==> src/hw/rtl/updec_pkg.sv <==
package updec_pkg;

   localparam logic [7:0] CHAR_PCT   = 8'h25;
   localparam logic [7:0] CHAR_PLUS  = 8'h2B;
   localparam logic [7:0] CHAR_SPACE = 8'h20;
   localparam logic [7:0] CHAR_AMP   = 8'h26;
   localparam logic [7:0] CHAR_SOH   = 8'h01;
   localparam logic [7:0] CTRL_LIMIT = 8'd32;

   localparam int FRONT_SLOTS = 3;
   localparam int FRONT_IDX_W = 2;
   localparam int BACK_SLOTS  = 6;
   localparam int BACK_IDX_W  = 3;
   localparam int QUEUE_DEPTH = 4;
   localparam int QUEUE_PTR_W = 2;
   localparam int QUEUE_CNT_W = 3;
   localparam int HELD_DEPTH  = 4;
   localparam int NUM_ENT     = 5;
   localparam int ENT_MAX     = 5;

   typedef logic [7:0] char_byte_type;

   typedef struct packed {
      char_byte_type data;
      logic          last;
   } char_type;

   localparam logic [0:NUM_ENT-1][0:ENT_MAX-1][7:0] ENT_NAME =
      {"apos;", "amp;", 8'h00, "gt;", 16'h0000, "lt;", 16'h0000, "quot;"};
   localparam logic [0:NUM_ENT-1][2:0] ENT_LEN = {3'd5, 3'd4, 3'd3, 3'd3, 3'd5};
   localparam logic [0:NUM_ENT-1][7:0] ENT_REP = {8'h27, CHAR_AMP, 8'h3E, 8'h3C, 8'h22};

endpackage

==> src/hw/rtl/url_percent_and_entity_decoder_unit.sv <==
// Decodes the value part of a URL query string, one byte per word.
// The request channel (req_valid, req_ready, req_byte, req_last) takes one
// encoded byte per word; req_last marks the final byte of a string.
// The response channel (rsp_valid, rsp_ready, rsp_byte, rsp_last) gives the
// decoded bytes in order; rsp_last marks the final decoded byte of a string.
// Percent escapes and plus signs are decoded in the front part, which may
// hold up to three bytes for a word that breaks or flushes an escape.
// A four-entry queue feeds the back part, which replaces HTML entities and
// gives one decoded byte per cycle from its output register while the
// receiver is ready. The first result of a word passes through the front
// slots, the queue and the output register. Plain text moves at one word
// per cycle when nothing stalls; a word can release up to six bytes.
// When the receiver stalls, the output register holds its byte, the queue
// fills and then req_ready drops; nothing is lost.
// Reset clears all pending escapes, held entities, the queue and the output.
module url_percent_and_entity_decoder_unit (
   input  logic       clock,
   input  logic       reset,
   input  logic       req_valid,
   output logic       req_ready,
   input  logic [7:0] req_byte,
   input  logic       req_last,
   output logic       rsp_valid,
   input  logic       rsp_ready,
   output logic [7:0] rsp_byte,
   output logic       rsp_last
);
   import updec_pkg::*;

   logic     fq_valid, fq_ready;
   char_type fq_char;
   logic     qb_valid, qb_ready;
   char_type qb_char;

   updec_front u_front (
      .clock      (clock),
      .reset      (reset),
      .req_valid  (req_valid),
      .req_ready  (req_ready),
      .req_byte   (req_byte),
      .req_last   (req_last),
      .push_valid (fq_valid),
      .push_ready (fq_ready),
      .push_char  (fq_char)
   );

   updec_queue u_queue (
      .clock      (clock),
      .reset      (reset),
      .push_valid (fq_valid),
      .push_ready (fq_ready),
      .push_char  (fq_char),
      .pop_valid  (qb_valid),
      .pop_ready  (qb_ready),
      .pop_char   (qb_char)
   );

   updec_back u_back (
      .clock     (clock),
      .reset     (reset),
      .pop_valid (qb_valid),
      .pop_ready (qb_ready),
      .pop_char  (qb_char),
      .rsp_valid (rsp_valid),
      .rsp_ready (rsp_ready),
      .rsp_byte  (rsp_byte),
      .rsp_last  (rsp_last)
   );

endmodule

==> src/hw/rtl/updec_front.sv <==
module updec_front (
   input  logic                clock,
   input  logic                reset,
   input  logic                req_valid,
   output logic                req_ready,
   input  logic [7:0]          req_byte,
   input  logic                req_last,
   output logic                push_valid,
   input  logic                push_ready,
   output updec_pkg::char_type push_char
);
   import updec_pkg::*;

   logic [1:0]          esc_cnt_ff, esc_cnt_in;
   char_byte_type       esc_digit_ff, esc_digit_in;
   char_byte_type       slot_ff [FRONT_SLOTS];
   char_byte_type       slot_in [FRONT_SLOTS];
   logic [1:0]          fill_ff, fill_in;
   logic                list_last_ff, list_last_in;

   char_byte_type       lst [FRONT_SLOTS];
   logic [1:0]          lst_n;
   logic                plain_go;
   logic [4:0]          hi_val, lo_val;
   char_byte_type       decoded;
   logic                accept, push_fire;

   function automatic logic [4:0] hex_val(input logic [7:0] c);
      if (c >= 8'h30 && c <= 8'h39) begin
         return 5'(c - 8'h30);
      end else if (c >= 8'h61 && c <= 8'h66) begin
         return 5'(c - 8'h57);
      end else if (c >= 8'h41 && c <= 8'h46) begin
         return 5'(c - 8'h37);
      end
      return 5'd16;
   endfunction

   assign push_valid = (fill_ff != 2'd0);
   assign push_char  = '{data: slot_ff[0], last: list_last_ff && (fill_ff == 2'd1)};
   assign push_fire  = push_valid && push_ready;
   assign req_ready  = (fill_ff == 2'd0) || ((fill_ff == 2'd1) && push_ready);
   assign accept     = req_valid && req_ready;

   always_comb begin
      hi_val  = hex_val(esc_digit_ff);
      lo_val  = hex_val(req_byte);
      decoded = {hi_val[3:0], lo_val[3:0]};
      if (decoded != CHAR_SOH && decoded < CTRL_LIMIT) begin
         decoded = CHAR_SPACE;
      end
      for (int i = 0; i < FRONT_SLOTS; i++) begin
         lst[i] = req_byte;
      end
      lst_n        = 2'd0;
      plain_go     = 1'b0;
      esc_cnt_in   = 2'd0;
      esc_digit_in = esc_digit_ff;
      unique case (esc_cnt_ff)
         2'd1: begin
            if (!lo_val[4]) begin
               esc_cnt_in   = 2'd2;
               esc_digit_in = req_byte;
            end else begin
               lst[0]   = CHAR_PCT;
               lst_n    = 2'd1;
               plain_go = 1'b1;
            end
         end
         2'd2: begin
            if (!lo_val[4]) begin
               lst[0] = decoded;
               lst_n  = 2'd1;
            end else begin
               lst[0]   = CHAR_PCT;
               lst[1]   = esc_digit_ff;
               lst_n    = 2'd2;
               plain_go = 1'b1;
            end
         end
         default: begin
            plain_go = 1'b1;
         end
      endcase
      if (plain_go) begin
         priority if (req_byte == CHAR_PLUS) begin
            lst[lst_n] = CHAR_SPACE;
            lst_n      = lst_n + 2'd1;
         end else if (req_byte == CHAR_PCT) begin
            esc_cnt_in = 2'd1;
         end else begin
            lst[lst_n] = req_byte;
            lst_n      = lst_n + 2'd1;
         end
      end
      if (req_last) begin
         if (esc_cnt_in != 2'd0) begin
            lst[lst_n] = CHAR_PCT;
            lst_n      = lst_n + 2'd1;
         end
         if (esc_cnt_in == 2'd2) begin
            lst[lst_n] = esc_digit_in;
            lst_n      = lst_n + 2'd1;
         end
         esc_cnt_in = 2'd0;
      end

      fill_in      = fill_ff;
      list_last_in = list_last_ff;
      for (int i = 0; i < FRONT_SLOTS; i++) begin
         slot_in[i] = slot_ff[i];
      end
      if (accept) begin
         slot_in      = lst;
         fill_in      = lst_n;
         list_last_in = req_last;
      end else if (push_fire) begin
         for (int i = 0; i < FRONT_SLOTS - 1; i++) begin
            slot_in[i] = slot_ff[i + 1];
         end
         fill_in = fill_ff - 2'd1;
      end
      if (!accept) begin
         esc_cnt_in   = esc_cnt_ff;
         esc_digit_in = esc_digit_ff;
      end
   end

   always_ff @(posedge clock) begin
      if (reset) begin
         esc_cnt_ff <= 2'd0;
         fill_ff    <= 2'd0;
      end else begin
         esc_cnt_ff <= esc_cnt_in;
         fill_ff    <= fill_in;
      end
   end

   always_ff @(posedge clock) begin
      esc_digit_ff <= esc_digit_in;
      slot_ff      <= slot_in;
      list_last_ff <= list_last_in;
   end

endmodule

==> src/hw/rtl/updec_queue.sv <==
module updec_queue (
   input  logic                clock,
   input  logic                reset,
   input  logic                push_valid,
   output logic                push_ready,
   input  updec_pkg::char_type push_char,
   output logic                pop_valid,
   input  logic                pop_ready,
   output updec_pkg::char_type pop_char
);
   import updec_pkg::*;

   char_type                 mem_ff [QUEUE_DEPTH];
   logic [QUEUE_PTR_W-1:0]   wr_ptr_ff, wr_ptr_in;
   logic [QUEUE_PTR_W-1:0]   rd_ptr_ff, rd_ptr_in;
   logic [QUEUE_CNT_W-1:0]   count_ff, count_in;
   logic                     push_fire, pop_fire;

   assign push_ready = (count_ff != QUEUE_CNT_W'(QUEUE_DEPTH));
   assign pop_valid  = (count_ff != '0);
   assign pop_char   = mem_ff[rd_ptr_ff];
   assign push_fire  = push_valid && push_ready;
   assign pop_fire   = pop_valid && pop_ready;

   always_comb begin
      wr_ptr_in = push_fire ? wr_ptr_ff + 1'b1 : wr_ptr_ff;
      rd_ptr_in = pop_fire ? rd_ptr_ff + 1'b1 : rd_ptr_ff;
      count_in  = count_ff + QUEUE_CNT_W'(push_fire) - QUEUE_CNT_W'(pop_fire);
   end

   always_ff @(posedge clock) begin
      if (reset) begin
         wr_ptr_ff <= '0;
         rd_ptr_ff <= '0;
         count_ff  <= '0;
      end else begin
         wr_ptr_ff <= wr_ptr_in;
         rd_ptr_ff <= rd_ptr_in;
         count_ff  <= count_in;
      end
   end

   always_ff @(posedge clock) begin
      if (push_fire) begin
         mem_ff[wr_ptr_ff] <= push_char;
      end
   end

endmodule

==> src/hw/rtl/updec_back.sv <==
module updec_back (
   input  logic                clock,
   input  logic                reset,
   input  logic                pop_valid,
   output logic                pop_ready,
   input  updec_pkg::char_type pop_char,
   output logic                rsp_valid,
   input  logic                rsp_ready,
   output logic [7:0]          rsp_byte,
   output logic                rsp_last
);
   import updec_pkg::*;

   logic [2:0]              ent_cnt_ff, ent_cnt_in;
   char_byte_type           held_ff [HELD_DEPTH];
   char_byte_type           held_in [HELD_DEPTH];
   char_byte_type           out_ff [BACK_SLOTS];
   char_byte_type           out_in [BACK_SLOTS];
   logic [BACK_IDX_W-1:0]   out_fill_ff, out_fill_in;
   logic                    out_last_ff, out_last_in;

   char_byte_type           c;
   char_byte_type           cand [ENT_MAX];
   logic [2:0]              n_held, len, m_held, cnt_n;
   logic                    full, partial;
   char_byte_type           rep;
   char_byte_type           lst [BACK_SLOTS];
   logic [BACK_IDX_W-1:0]   lst_n;
   char_byte_type           held_n [HELD_DEPTH];
   logic                    take, rsp_fire;

   function automatic logic [2:0] held_of(input logic [2:0] cnt);
      if (cnt == 3'd0) begin
         return 3'd0;
      end else if (cnt > 3'd5) begin
         return 3'd4;
      end
      return cnt - 3'd1;
   endfunction

   assign rsp_valid = (out_fill_ff != '0);
   assign rsp_byte  = out_ff[0];
   assign rsp_last  = out_last_ff && (out_fill_ff == BACK_IDX_W'(1));
   assign rsp_fire  = rsp_valid && rsp_ready;
   assign pop_ready = (out_fill_ff == '0) || ((out_fill_ff == BACK_IDX_W'(1)) && rsp_ready);
   assign take      = pop_valid && pop_ready;
   assign c         = pop_char.data;

   always_comb begin
      logic ok;
      n_held = held_of(ent_cnt_ff);
      len    = n_held + 3'd1;
      for (int i = 0; i < HELD_DEPTH; i++) begin
         cand[i] = (3'(i) < n_held) ? held_ff[i] : c;
      end
      cand[ENT_MAX-1] = c;
      full    = 1'b0;
      partial = 1'b0;
      rep     = c;
      for (int e = 0; e < NUM_ENT; e++) begin
         ok = (len <= ENT_LEN[e]);
         for (int i = 0; i < ENT_MAX; i++) begin
            if (3'(i) < len && cand[i] != ENT_NAME[e][i]) begin
               ok = 1'b0;
            end
         end
         if (ok) begin
            if (len == ENT_LEN[e]) begin
               full = 1'b1;
               rep  = ENT_REP[e];
            end else begin
               partial = 1'b1;
            end
         end
      end

      for (int i = 0; i < BACK_SLOTS; i++) begin
         lst[i] = c;
      end
      lst_n  = '0;
      cnt_n  = 3'd0;
      held_n = held_ff;
      priority if (ent_cnt_ff == 3'd0) begin
         if (c == CHAR_AMP) begin
            cnt_n = 3'd1;
         end else begin
            lst[lst_n] = c;
            lst_n      = lst_n + 1'b1;
         end
      end else if (full) begin
         lst[lst_n] = rep;
         lst_n      = lst_n + 1'b1;
      end else if (partial && n_held < 3'd4) begin
         held_n[n_held[1:0]] = c;
         cnt_n               = n_held + 3'd2;
      end else begin
         lst[lst_n] = CHAR_AMP;
         lst_n      = lst_n + 1'b1;
         for (int i = 0; i < HELD_DEPTH; i++) begin
            if (3'(i) < n_held) begin
               lst[lst_n] = held_ff[i];
               lst_n      = lst_n + 1'b1;
            end
         end
         if (c == CHAR_AMP) begin
            cnt_n = 3'd1;
         end else begin
            lst[lst_n] = c;
            lst_n      = lst_n + 1'b1;
         end
      end
      m_held = held_of(cnt_n);
      if (pop_char.last) begin
         if (cnt_n != 3'd0) begin
            lst[lst_n] = CHAR_AMP;
            lst_n      = lst_n + 1'b1;
            for (int i = 0; i < HELD_DEPTH; i++) begin
               if (3'(i) < m_held) begin
                  lst[lst_n] = held_n[i];
                  lst_n      = lst_n + 1'b1;
               end
            end
         end
         cnt_n = 3'd0;
      end

      ent_cnt_in  = ent_cnt_ff;
      held_in     = held_ff;
      out_in      = out_ff;
      out_fill_in = out_fill_ff;
      out_last_in = out_last_ff;
      if (take) begin
         ent_cnt_in  = cnt_n;
         held_in     = held_n;
         out_in      = lst;
         out_fill_in = lst_n;
         out_last_in = pop_char.last;
      end else if (rsp_fire) begin
         for (int i = 0; i < BACK_SLOTS - 1; i++) begin
            out_in[i] = out_ff[i + 1];
         end
         out_fill_in = out_fill_ff - 1'b1;
      end
   end

   always_ff @(posedge clock) begin
      if (reset) begin
         ent_cnt_ff  <= 3'd0;
         out_fill_ff <= '0;
      end else begin
         ent_cnt_ff  <= ent_cnt_in;
         out_fill_ff <= out_fill_in;
      end
   end

   always_ff @(posedge clock) begin
      held_ff     <= held_in;
      out_ff      <= out_in;
      out_last_ff <= out_last_in;
   end

endmodule

==> config.mk <==
export PLATFORM = sky130hd
export DESIGN_NAME = url_percent_and_entity_decoder_unit
export DESIGN_NICKNAME = d
export VERILOG_FILES = /design/src/hw/rtl/updec_pkg.sv /design/src/hw/rtl/url_percent_and_entity_decoder_unit.sv /design/src/hw/rtl/updec_front.sv /design/src/hw/rtl/updec_queue.sv /design/src/hw/rtl/updec_back.sv
export SDC_FILE = /design/constraint.sdc
export NUM_CORES = 1
export LEC_CHECK = 0
export CAP_MARGIN = 40
export CORE_ASPECT_RATIO = 0.8
export CORE_MARGIN = 4
export CORE_UTILIZATION = 35
export CTS_BUF_LIST = sky130_fd_sc_hd__clkbuf_4 sky130_fd_sc_hd__clkbuf_8
export CTS_CLUSTER_SIZE = 25
export DETAILED_ROUTE_END_ITERATION = 10
export DONT_BUFFER_PORTS = 1
export PLACE_DENSITY = 0.59
export SYNTH_ARGS = -nofsm -noshare
export SYNTH_HDL_FRONTEND = slang
export SYNTH_SLANG_ARGS = --single-unit
==> constraint.sdc <==
create_clock -name clock -period 22.1 [get_ports clock]
set_input_delay 4.42 -clock clock [delete_from_list [all_inputs] [get_ports clock]]
set_output_delay 4.42 -clock clock [all_outputs]
set_load 0.03 [all_outputs]
; After elaboration in Yosys (flattened, before gate mapping)
; Memories as Yosys holds them, arrays and structs flattened. A register that Yosys moved wholly into a read port is not among the register bits.
; Index checks and enable logic that the tools add are counted.
[totals]
input_bits = 13
ff_bits = 131
elab_cells = 460
mem_bits_rw = 36
output_inout_bits = 11
memories = 1
[mem_list]
columns = memory, depth, word_bits, rd, rd_ports_with_merged_regs, write_ports, line
row1 = u_queue.mem_ff, 4, 9, 1, 1, 1, updec_queue.sv:13  ; char_type mem_ff [QUEUE_DEPTH];
[op_classes]
eq_ne = 28
add_sub_neg = 28
mux = 238
order_cmp = 58
bitwise_logic = 22
reduce_logical = 62
[ops]
columns = cell, count
row1 = $mux 48, 26
row2 = $bwmux 48, 8
row3 = $mux 8, 38
row4 = $demux 8 s3, 9
row5 = $mux 24, 7
row6 = $mux 40, 4
row7 = $mux 3, 43
row8 = $mux 32, 3
row9 = $ne 8x7->1 const B, 12
row10 = $demux 8 s2, 4
row11 = $mux 1, 62
row12 = $bwmux 24, 2
row13 = $logic_and 1x1->1, 46
row14 = $mux 2, 19
row15 = $ge 4x4->1 const B, 9
row16 = $lt 4x1->1 const B, 9
row17 = $not 3->4, 9
row18 = $bwmux 32, 1
row19 = $ge 8x7->1 const B, 4
row20 = $le 8x7->1 const B, 4
row21 = $mux 16, 2
row22 = $add 3x1->3 const B, 10
row23 = $and 30x30->30, 1
row24 = $not 30->30, 1
row25 = 49 further kinds, 103

; Longest topological paths before layout
; Gate-level depths: netlist of run 1.
[depth]
depth_word = 70
ltp_mapped = 32
ltp_nobuf = 27

; Hierarchy
; From an unflattened synthesis of run 1, not the netlist that was laid out.
[hier_totals]
hier_cells = 1539
hier_area_um2 = 13912.1
[by_module_without_submodules]
columns = module, area_per_inst_um2, instances, seq_area_each_um2, cells_per_inst
row1 = updec_back, 9082.5, 1, 2552.4, 1103
row2 = updec_front, 3047.9, 1, 1071.0, 340
row3 = updec_queue, 1781.7, 1, 1261.2, 96

; Least setup slack after synthesis of run 1
; No wires, ideal clock.
[synth_path]
path_kind = input-to-reg
startpoint = input req_byte[1]
endpoint = register u_front.slot_ff[11] in the netlist's numbering (data pin)
cell_stages = 23
arrival_ns = 8.336
required_time_ns = 21.833
path_slack_ns = 13.497
n_path_buf = 1
setup_time_ns = 0.267
cell_sequence = clkbuf_1 -> inv_1 -> ha_1 -> nor3b_1 -> a31oi_1 -> and4b_1 -> o21ai_1 -> nand2_1 -> or2_2 -> ha_1 -> o22ai_1 -> inv_1 -> ha_1 -> nand2_1 -> o21ai_0 -> inv_1 -> ha_1 -> o21ai_0 -> a21boi_0 -> a21o_1 -> nor2_1 -> a41oi_1 -> o21ai_0
[synth_lines]
columns = element, line
row1 = "start, declared", url_percent_and_entity_decoder_unit.sv:21  ; input logic [7:0] req_byte,
row2 = "end signal, assigned", updec_front.sv:141  ; slot_ff <= slot_in;
row3 = "end, declared", updec_front.sv:16  ; char_byte_type slot_ff [FRONT_SLOTS];

==> parameters.txt, run 1 <==
Parameter                              Value

Job
  Max capacitance violation total    0

Worst setup path
  Capturing point of the worst reg2reg path    u_back.rsp_byte[2]
  Kind of start point of the critical path    register
  Type of the worst setup path    reg2reg
  Critical register-to-register path startpoint    u_back.ent_cnt_ff[0]
  CP max FO    27
  Depth of the most critical reg-to-reg path    25
  Delay of the slowest critical-path stage    roughly 0.85 ns
  Setup slack on the worst flop-to-flop path    between 10 and 15 ns
  Critical path endpoint category    register
  Family with the most delay on the worst path    compound AO/OA/AOI/OAI gates
  Max stage delay cell, worst path    sky130_fd_sc_hd__a41oi_1
  Sum of buffers and inverters on the critical path    6
  Cell repeated most along the worst path    sky130_fd_sc_hd__ha_1
  Required time of the critical path    22.36 ns
  Arr. time, crit path    about 11 ns

Worst hold path
  Worst Hold Path EP    u_queue.mem_ff[0][4]
  Startpoint of the worst hold path    u_front.push_char[4]
  Class of the tightest hold or removal check    reg2reg
  Min-Delay Path Depth    0

Timing
  Worst Hold Margin    around 0.5 ns
  Sum of negative setup slack    0 ns
  Period utilization    46.7%
  Total count of hold-check failures in the final report    0
  # setup viols final    0
  Worst slew slack as a fraction of its limit    a little under two fifths
  Unrepaired setup endpoints after global routing    false
  Measured slew at the worst slew-check pin    around 0.93 ns
  Max frequency    96.9 MHz
  Slew Viols, Final    0
  Minimum clock period after layout    slightly above 10 ns
  Setup Skew    0.0257 ns

Global routing
  Global routing met2 resource utilization    around a third
  Global route overflow    0
  Antenna violations before repair    1
  Number of global-route vias before repair    11253
  Largest net degree at the start of global routing    64
  Global-route wire length before repair    roughly 75000 um
  Global routing usage on met1    a little under two fifths
  Overall track demand over capacity in global routing    approximately a quarter
  Routing layer with the top usage in global route    met1
  GR Layer Usage met3    9.31%

Power
  Areal power density over the cells    roughly 120 mW/mm^2
  Pint    slightly above 900 uW
  Static leakage    0.00492 uW
  Relative contribution of sequential cells to total power    36.7%
  Net switching power figure    ~810 uW
  Proportion of total power due to net switching    47.1%
  Maximum resistive drop on vdd    95.2 uV
  Clock network power share    13.7%
  Portion of total power attributed to combinational logic    around 50%

Yosys
  Yosys warning count    0
  Flop and latch count out of synthesis    ~170
  Synthesized area per cell    9.09 um^2
  Most instantiated library cell after synthesis    sky130_fd_sc_hd__edfxtp_1
  Net Count, Synth    between 1500 and 2000
  Number of enable-type register cells in the synthesized netlist    150
  Register area share after synthesis    between 30% and 40%
  Unique masters post-synth    100
  Proportion of synthesized flip-flops having asynchronous set or reset    0%
  Synth top cells by count    150 x sky130_fd_sc_hd__edfxtp_1, 135 x sky130_fd_sc_hd__nand2_1, 114 x sky130_fd_sc_hd__nor2_1
  Most used flip-flop cell after synthesis    sky130_fd_sc_hd__edfxtp_1
  Post-synthesis cell type with the largest combined area    sky130_fd_sc_hd__edfxtp_1
  Gate count of the mapped netlist    roughly 1400
  Synthesized cell area    between 0.01 and 0.015 mm^2
  Leading cell types by total area after synthesis    sky130_fd_sc_hd__edfxtp_1 34%, sky130_fd_sc_hd__mux2i_1 4.6%, sky130_fd_sc_hd__ha_1 4.5%
  Area fraction of the dominant cell type after synthesis    around 34%

Run status
  Outcome    finished, final reports clean

Floorplanning
  Area of the core region    around 0.037 mm^2
  Initial core utilization    roughly 35%
  DIE AREA    0.0406 mm^2
  Rows    63
  Chip Width    around 220 um
  Die height    around 180 um
  Total I/O pin count    24

Place
  HPWL Detailed    ~39000 um
  Count of port buffers added during placement    0
  Routability cong.    between 1 and 1.5

Drt
  DR iter-0 viols    approximately 1800
  Average vias per placed instance    around 6.5
  Number of optimization iterations in the first detailed-route pass    5
  Wire per inst    roughly 27 um
  Detail Route Antenna Nets    0
  Final routed wirelength across all metal layers    51800 um
  DRC violation count after routing    0
  Total vias in the final route    about 12000

Finish
  Area growth from synthesis to layout    6.15%
  Filler Cell Count    3767
  Flip-flop and latch area    about 0.0049 mm^2
  Area taken by multi-input logic gates    around 0.0075 mm^2
  Post-layout net count    roughly 1500
  Fraction of final layout cells sized beyond drive strength 1    8.70%
  Share of the core filled with cells    a little under two fifths

Clock network
  # Post-CTS Setup Buffers    0
  Worst-skew pair later-pin latency    between 0.5 and 0.6 ns
  Count of hold buffers inserted by post-cts repair    0
  Library cell used as clock root buffer    sky130_fd_sc_hd__clkbuf_8
  H-Tree Depth    4
  Clock transition time at the flip-flop clock pins of the worst setup and hold paths    approximately 0.1 ns
  Number of sinks on the clock net    between 150 and 200
  TritonCTS Buffers    17
  TritonCTS clock tree    done
  Quantity of gates resized following cts    0
  Maximum clock path buffer count    2
[power by group through the flow]
stage	combinational (uW)	clock [uW]	sequential [uW]
floorplan	582	0	581
global placement	817	0	630
detailed placement	818	0	631
CTS	821	240	625
global route	905	252	638
finish	849	234	629
[logic make-up (layout without fill, tap and decap cells)]
family / count (synthesis) / count (layout) / synth area share (%)
and+or+nand+nor: 461 / 461 / 17.4
other: 0 / 1 / 0
muxes: 87 / 87 / 7.70
DFF: 169 / 169 / 37.3
xor gates and xnor gates: 21 / 21 / 1.69
AOI/OAI and AO/OA: 476 / 476 / 25.6
buffers and inverters: 180 / 141 / 5.74
adders and majority gates: 48 / 48 / 4.64
[per-layer routing]
metal  share of wire [%]  vias to the layer above
met5                0.22                        -
met2                  38                      773
met3                  14                      128
li1                    -                     5440
met4                 3.4                        2
met1                  45                     5879
[cells in the final DEF (no fill, tap or decap), types with 17 or more instances in the layout]
cell type                  instances
sky130_fd_sc_hd__dfxtp_1          19
sky130_fd_sc_hd__nor2b_1          20
sky130_fd_sc_hd__nor3_1           43
sky130_fd_sc_hd__ha_1             47
sky130_fd_sc_hd__o22ai_1          63
sky130_fd_sc_hd__nand3_1          33
sky130_fd_sc_hd__nor2_1          114
sky130_fd_sc_hd__a21oi_1          56
sky130_fd_sc_hd__a22oi_1          34
sky130_fd_sc_hd__a211oi_1         26
sky130_fd_sc_hd__clkbuf_8         17
sky130_fd_sc_hd__edfxtp_1        150
sky130_fd_sc_hd__a31oi_1          31
sky130_fd_sc_hd__buf_4            31
sky130_fd_sc_hd__nand2_1         135
sky130_fd_sc_hd__inv_1            75
sky130_fd_sc_hd__mux2i_1          60
sky130_fd_sc_hd__o21ai_0          86
[worst max-delay path by stage]
stage	start	endpoint	slack [ns]	cells after the start
2_1_floorplan	req_byte[1]	u_front.slot_ff[11]	13.50	23
3_3_place_gp	u_back.ent_cnt_ff[0]	u_back.rsp_byte[2]	12.67	25
3_5_place_dp	u_back.ent_cnt_ff[0]	u_back.rsp_byte[1]	12.25	25
4_1_cts	u_back.ent_cnt_ff[0]	u_back.rsp_byte[2]	12.22	25
5_1_grt	u_back.ent_cnt_ff[0]	u_back.out_ff[15]	11.25	25
6_report	u_back.ent_cnt_ff[0]	u_back.rsp_byte[2]	11.79	25
[state kept, by name (all words and copies together) (netlist names), 2 cells and up, named ones only]
name and count:
u_back.rsp_byte 8, u_front.esc_digit_ff 8, u_back.held_ff 32, u_queue.wr_ptr_ff 2, u_front.esc_cnt_ff 2, u_front.push_char 8, u_back.out_fill_ff 3, u_back.out_ff 40
u_queue.rd_ptr_ff 2, u_back.ent_cnt_ff 3, u_queue.count_ff 3, u_front.slot_ff 16, u_queue.mem_ff 36, u_front.fill_ff 2
[metrics by stage]
step | area (um^2) | std cells | setup WS, ns | total power (uW)
finish | 13900 | 1891 | 11.79 | 1710
global route | 13900 | 1891 | 11.25 | 1800
CTS | 13900 | 1890 | 12.22 | 1690
detailed placement | 13500 | 1858 | 12.25 | 1450
global placement | 13500 | 1853 | 12.67 | 1450
floorplan | 13100 | 1442 | 13.50 | 1160
[cell type report]
| type | count | share of cell area [%] |
|---|---|---|
| inverter | 78 | 2.10 |
| clock inverter | 15 | 1.23 |
| timing repair buffer | 31 | 1.67 |
| sequential | 169 | 35.1 |
| antenna | 1 | 0.0180 |
| tap | 487 | 4.38 |
| clock buffer | 17 | 1.68 |
| multi-input combinational | 1093 | 53.8 |
Note: power is estimated with default switching activity, not from simulation.
==> run 2: changes to the inputs <==
- clock period: 22.1 -> 10.52 ns (I/O delays scaled with it)
==> run 2 against run 1 <==
Core utilization rose by 0.067 points. Sequential share of layout area shrank 0.063 points. Total power up 110%. Worst hold slack got worse by 0.00052 ns. Critical endpoint is now u_back.out_ff[11]. Critical path type unchanged. Clock-buffer cell count stayed put. Clock power increased by 110%. Largest cell class unchanged. Largest power group unchanged.
==> parameters.txt, run 2 (synthesis results as in run 1) <==
Parameter                              Value

Run status
  Outcome    finished, final reports clean

Timing
  Worst Hold Margin    0.513 ns
  Post-route setup slack    0.670 ns
  # setup viols final    0
  Unrepaired setup endpoints after global routing    false
  Setup Skew    0.0323 ns
  Measured slew at the worst slew-check pin    0.941 ns
  Max frequency    102 MHz
  Sum of negative setup slack    0 ns
  Slew Viols, Final    0
  Worst slew slack as a fraction of its limit    36.8%
  Period utilization    between 90 and 100%
  Total count of hold-check failures in the final report    0
  Minimum clock period after layout    between 9 and 10 ns

Job
  Max capacitance violation total    0

Drt
  Wire per inst    27.4 um
  Detail Route Antenna Nets    0
  Total vias in the final route    around 12000
  DR iter-0 viols    around 1900
  Number of optimization iterations in the first detailed-route pass    6
  DRC violation count after routing    0
  Final routed wirelength across all metal layers    51900 um
  Average vias per placed instance    roughly 6.6

Worst setup path
  Critical path endpoint category    register
  Required time of the critical path    10.90 ns
  Depth of the most critical reg-to-reg path    23
  Arr. time, crit path    approximately 10 ns
  CP max FO    27
  Series of cell instances along the critical path    clkinv_1 > ha_1 > nor2b_1 > a211o_1 > ha_2 > and2_1 > a21oi_1 > a211oi_1 > a41oi_1 > a311o_1 > a2bb2o_1 > nor3_1 > buf_4 > a211oi_1 > ha_1 > a31oi_1 > inv_1 > ha_1 > nand3_1 > xor3_1 > nor3_1 > a211oi_1 > o21ai_0
  Kind of start point of the critical path    register
  Critical register-to-register path startpoint    u_back.ent_cnt_ff[0]
  Type of the worst setup path    reg2reg
  Capturing point of the worst reg2reg path    u_back.out_ff[11]
  Family with the most delay on the worst path    compound AO/OA/AOI/OAI gates
  Sum of buffers and inverters on the critical path    3
  Setup slack on the worst flop-to-flop path    between 0.6 and 0.7 ns
  Delay of the slowest critical-path stage    between 0.8 and 0.9 ns
  Max stage delay cell, worst path    sky130_fd_sc_hd__nor3_1

Finish
  Filler Cell Count    ~3700
  N_diodes    0
  Top flop regs    u_back.out_ff x40, u_queue.mem_ff x36, u_back.held_ff x32
  Area growth from synthesis to layout    6.35%
  Register bank with the most flops    u_back.out_ff
  Leading cell type in the layout, fill and taps excluded    sky130_fd_sc_hd__edfxtp_1
  Commonest cells after routing, fill and taps aside    150 x sky130_fd_sc_hd__edfxtp_1, 135 x sky130_fd_sc_hd__nand2_1, 114 x sky130_fd_sc_hd__nor2_1
  Final instance count without filler cells    1893
  Fraction of final layout cells sized beyond drive strength 1    8.96%
  Flip-flop count of the largest register, all copies and words added    40
  Post-layout net count    between 1000 and 1500

Place
  Pre-CTS setup slack    0.908 ns
  Routability cong.    around 1.0
  Count of port buffers added during placement    0
  HPWL Detailed    approximately 39000 um
  Number of cells in the design after placement    1860

Global routing
  Overall track demand over capacity in global routing    around a quarter
  Global routing usage on met1    38.9%
  GR Layer Usage met3    roughly 7.1%
  Global-route wire length before repair    roughly 77000 um
  Global route overflow    0
  Routing layer with the top usage in global route    met1
  Global routing met2 resource utilization    between 30% and 40%
  Number of global-route vias before repair    11417
  Largest net degree at the start of global routing    64
  Antenna violations before repair    1

Clock network
  TritonCTS Buffers    17
  Number of sinks on the clock net    169
  Worst-skew pair later-pin latency    around 0.53 ns
  Maximum clock path buffer count    2
  H-Tree Depth    4
  TritonCTS clock tree    done
  Library cell used as clock root buffer    sky130_fd_sc_hd__clkbuf_8
  Clock transition time at the flip-flop clock pins of the worst setup and hold paths    roughly 0.12 ns

Floorplanning
  Chip Width    between 200 and 250 um
  DIE AREA    ~0.041 mm^2
  Die height    181 um
  Total I/O pin count    24
  Initial core utilization    a little over a third
  Area of the core region    roughly 0.037 mm^2
  Rows    63

Worst hold path
  Worst Hold Path EP    u_queue.mem_ff[2][3]
  Min-Delay Path Depth    0
  Class of the tightest hold or removal check    reg2reg
  Startpoint of the worst hold path    u_front.push_char[3]

Power
  Clock network power share    around 14%
  Proportion of total power due to net switching    a little under half
  Areal power density over the cells    259 mW/mm^2
  Maximum resistive drop on vdd    approximately 240 uV
  Static leakage    0.00492 uW
  Net switching power figure    roughly 1700 uW
  Relative contribution of sequential cells to total power    roughly 37%
  Portion of total power attributed to combinational logic    49.3%
  Pint    approximately 1900 uW
## run 2: how the worst max path moves through the flow
stage	startpoint	end	slack [ns]	depth (start not counted)
after floorplan	u_back.ent_cnt_ff[0]	u_back.rsp_byte[1]	2.99	30
after global routing	u_back.ent_cnt_ff[0]	u_back.out_ff[12]	0.06	25
final	u_back.ent_cnt_ff[0]	u_back.out_ff[11]	0.67	23
after global placement	u_back.ent_cnt_ff[0]	u_back.out_ff[3]	1.19	22
after detailed placement	u_back.ent_cnt_ff[0]	u_back.rsp_byte[2]	0.91	23
after CTS	u_back.ent_cnt_ff[0]	u_back.rsp_byte[2]	0.91	23
## run 2: power groups by stage
stage	Clock, uW	Combinational (uW)	Sequential [uW]
final	492	1780	1340
after global routing	528	1880	1350
after CTS	503	1720	1330
after detailed placement	0	1710	1340
after global placement	0	1700	1340
after floorplan	0	1220	1220
## run 2: final cells by class
type,count,area (um^2),area share [%]
Timing Repair Buffer,34,259,1.86
Tap cell,487,609,4.37
Clock buffer,17,234,1.68
Clock inverter,15,170,1.22
Multi-Input combinational cell,1093,7490,53.7
Inverter,78,293,2.10
Sequential cell,169,4880,35.0
## run 2: what timing repair did
item                                    4_1_cts  5_1_grt
setup buffers                                 0        0
hold buffers                                  0        0
gates resized for setup                       0        1
endpoints found under the setup margin        0        6
## run 2: routing by layer
| metal | share of wire [%] | up-vias |
|---|---|---|
| met2 | 39 | 801 |
| li1 | - | 5453 |
| met5 | 0.039 | - |
| met4 | 2.8 | 2 |
| met3 | 13 | 102 |
| met1 | 45 | 6128 |
## run 2: metrics by stage
step	util (%)	area, um^2	total power (uW)
after floorplan	-	13100	2440
after global placement	36.4	13500	3040
after detailed placement	36.5	13500	3050
after CTS	37.6	13900	3550
after global routing	37.6	13900	3760
final	37.6	13900	3610
==> run 3: changes to the inputs <==
- SYNTH_HIERARCHICAL: default -> 1
==> run 3 against run 2 <==
Critical path depth grew 9. Synthesized area grew 6.1%. Total power shrank 0.16%. Cell count grew 6.8%. Sequential power shrank 3%. First-iteration DRC count grew 1.9%. Setup slack gained 0.011 ns. Fmax grew 0.11%. Non-clock buffer count shrank 6. Critical path type unchanged. Largest cell class unchanged.
==> parameters.txt, run 3 <==
Parameter                              Value

Run status
  Outcome    finished, final reports clean

Finish
  Post-layout net count    between 1500 and 2000
  Share of the core filled with cells    a little under two fifths
  Area growth from synthesis to layout    5.75%
  Top flop regs    u_back/out_ff x40, u_queue/mem_ff x36, u_back/held_ff x32
  Commonest cells after routing, fill and taps aside    150 x sky130_fd_sc_hd__edfxtp_1, 136 x sky130_fd_sc_hd__nand2_1, 121 x sky130_fd_sc_hd__nor2_1
  Register bank with the most flops    u_back/out_ff
  Fraction of final layout cells sized beyond drive strength 1    9.43%
  Leading cell type in the layout, fill and taps excluded    sky130_fd_sc_hd__edfxtp_1
  Post-route cell area    about 0.015 mm^2
  Final instance count without filler cells    just over 2000
  Filler Cell Count    around 4000
  Flip-flop count of the largest register, all copies and words added    40

Yosys
  Post-synthesis cell type with the largest combined area    sky130_fd_sc_hd__edfxtp_1
  Area fraction of the dominant cell type after synthesis    about 32%
  Synthesized area per cell    between 9 and 10 um^2
  Unique masters post-synth    around 120
  Synth top cells by count    150 x sky130_fd_sc_hd__edfxtp_1, 136 x sky130_fd_sc_hd__nand2_1, 121 x sky130_fd_sc_hd__nor2_1
  Yosys warning count    6
  Most instantiated library cell after synthesis    sky130_fd_sc_hd__edfxtp_1
  Number of enable-type register cells in the synthesized netlist    150
  Synthesized cell area    about 0.014 mm^2
  Leading cell types by total area after synthesis    sky130_fd_sc_hd__edfxtp_1 32%, sky130_fd_sc_hd__ha_1 4.5%, sky130_fd_sc_hd__nand2_1 3.7%
  Flop and latch count out of synthesis    roughly 170
  Register area share after synthesis    a little over a third
  Gate count of the mapped netlist    1539
  Proportion of synthesized flip-flops having asynchronous set or reset    0%
  Net Count, Synth    roughly 1600
  Most used flip-flop cell after synthesis    sky130_fd_sc_hd__edfxtp_1

Clock network
  Library cell used as clock root buffer    sky130_fd_sc_hd__clkbuf_8
  H-Tree Depth    4
  Maximum clock path buffer count    2
  Worst-skew pair later-pin latency    ~0.52 ns
  TritonCTS Buffers    17
  TritonCTS clock tree    done
  Clock transition time at the flip-flop clock pins of the worst setup and hold paths    0.12 ns
  Number of sinks on the clock net    ~170
  # Post-CTS Setup Buffers    0

Floorplanning
  Area of the core region    between 0.03 and 0.04 mm^2
  DIE AREA    0.0430 mm^2
  Chip Width    approximately 230 um
  Initial core utilization    a little over a third
  Die height    between 150 and 200 um
  Total I/O pin count    24
  Rows    65

Global routing
  Antenna violations before repair    1
  Global-route wire length before repair    76400 um
  Overall track demand over capacity in global routing    23.2%
  Number of global-route vias before repair    11855
  Largest net degree at the start of global routing    65
  Global route overflow    0

Worst hold path
  Min-Delay Path Depth    0
  Class of the tightest hold or removal check    reg2reg

Drt
  DRC violation count after routing    0
  Wire per inst    between 20 and 30 um
  Number of optimization iterations in the first detailed-route pass    6
  Total vias in the final route    ~13000
  DR iter-0 viols    1981
  Final routed wirelength across all metal layers    ~50000 um
  Average vias per placed instance    6.46
  Detail Route Antenna Nets    0

Timing
  Minimum clock period after layout    just under 10 ns
  Measured slew at the worst slew-check pin    about 1.1 ns
  Total count of hold-check failures in the final report    0
  Setup Skew    between 0.02 and 0.03 ns
  # setup viols final    0
  Unrepaired setup endpoints after global routing    false
  Worst Hold Margin    approximately 0.5 ns
  Sum of negative setup slack    0 ns
  Worst slew slack as a fraction of its limit    29.5%
  Period utilization    93.5%
  Slew Viols, Final    0
  Max frequency    between 100 and 150 MHz

Job
  Max capacitance violation total    0

Worst setup path
  Arr. time, crit path    around 10 ns
  Required time of the critical path    10.85 ns
  Critical path endpoint category    register
  Kind of start point of the critical path    register
  CP max FO    14
  Cell repeated most along the worst path    sky130_fd_sc_hd__ha_1
  Delay of the slowest critical-path stage    ~0.68 ns
  Max stage delay cell, worst path    sky130_fd_sc_hd__nor3_2
  Depth of the most critical reg-to-reg path    32
  Type of the worst setup path    reg2reg

Place
  Number of cells in the design after placement    1988
  Count of port buffers added during placement    0
  HPWL Detailed    ~38000 um
  Cell area after placement    between 0.01 and 0.015 mm^2
  Routability cong.    slightly below 1

Power
  Static leakage    just under 0.005 uW
  Maximum resistive drop on vdd    around 280 uV
  Areal power density over the cells    about 240 mW/mm^2
-- run 3: cell count changes after synthesis, moves of 17 or more --
cell	before	now
sky130_fd_sc_hd__o22ai_1	63	37
sky130_fd_sc_hd__o21ai_1	10	39
sky130_fd_sc_hd__a22oi_1	34	12
sky130_fd_sc_hd__o211ai_1	15	41
sky130_fd_sc_hd__nor3_1	43	26
sky130_fd_sc_hd__a21oi_1	56	82
-- run 3: where the power goes --
group          switching (uW)  internal (uW)  leakage [uW]
Sequential                171           1130       0.00151
Clock                     297            224      0.000215
Combinational            1160            612       0.00318
Total                    1630           1970       0.00491
-- run 3: path summary, 6_finish.rpt --
kind,from,endpoint,slack (ns)
hold / removal,u_front/push_char[3],u_queue/mem_ff[2][3],0.50
setup / recovery,u_back/ent_cnt_ff[0],u_back/out_ff[25],0.68
hold reg to reg,u_front/push_char[3],u_queue/mem_ff[2][3],0.50
setup reg to reg,u_back/ent_cnt_ff[0],u_back/out_ff[25],0.68
-- run 3: layout make-up --
cell class / count / area [um^2] / area share, %
multi-input combinational: 1170 / 8150 / 55.4
sequential: 169 / 4880 / 33.2
tap: 536 / 671 / 4.56
inverter: 85 / 319 / 2.17
timing repair buffer: 28 / 241 / 1.64
clock buffer: 17 / 234 / 1.59
clock inverter: 15 / 205 / 1.39
antenna: 1 / 2.50 / 0.0170
-- run 3: timing repair --
action,4_1_cts,5_1_grt
gates resized for setup,0,1
hold buffers,0,0
setup endpoints to repair,0,27
-- run 3: per-stage QoR --
stage | setup WS, ns | total power, uW
final | 0.681 | 3600
after global routing | 0.117 | 3800
after CTS | 0.761 | 3560
after detailed placement | 0.799 | 3030
after global placement | 0.972 | 3000
after floorplan | 2.16 | 2500
-- run 3: kinds of logic after synthesis --
| logic type | count (synthesis) | synth area share, % |
|---|---|---|
| buf+inv | 200 | 6.33 |
| flops | 169 | 35.1 |
| compound gates | 532 | 27.4 |
| simple gates | 492 | 18.6 |
| xor+xnor | 17 | 1.30 |
| fa+ha+maj | 51 | 4.64 |
| mux | 78 | 6.66 |
-- run 3: routing by layer --
layer / share of wire [%] / up-vias / global-route usage (%)
li1: - / 5757 / -
met1: 45 / 6342 / 35.9
met2: 39 / 851 / 30.9
met3: 13 / 106 / 7.07
met4: 2.1 / 0 / 6.03
met5: 0 / - / 0
-- run 3: critical path, delay by kind of cell, from the launching register on --
kind / cells / cell delay [ns]
XOR/XNOR: 1 / 0.09
adder cells (fa/ha/maj): 5 / 1.34
multiplexers: 1 / 0.17
flip-flops: 1 / 0.51
AO/OA/AOI/OAI: 10 / 2.48
buffers and inverters: 6 / 1.27
AND/OR/NAND/NOR: 9 / 3.76
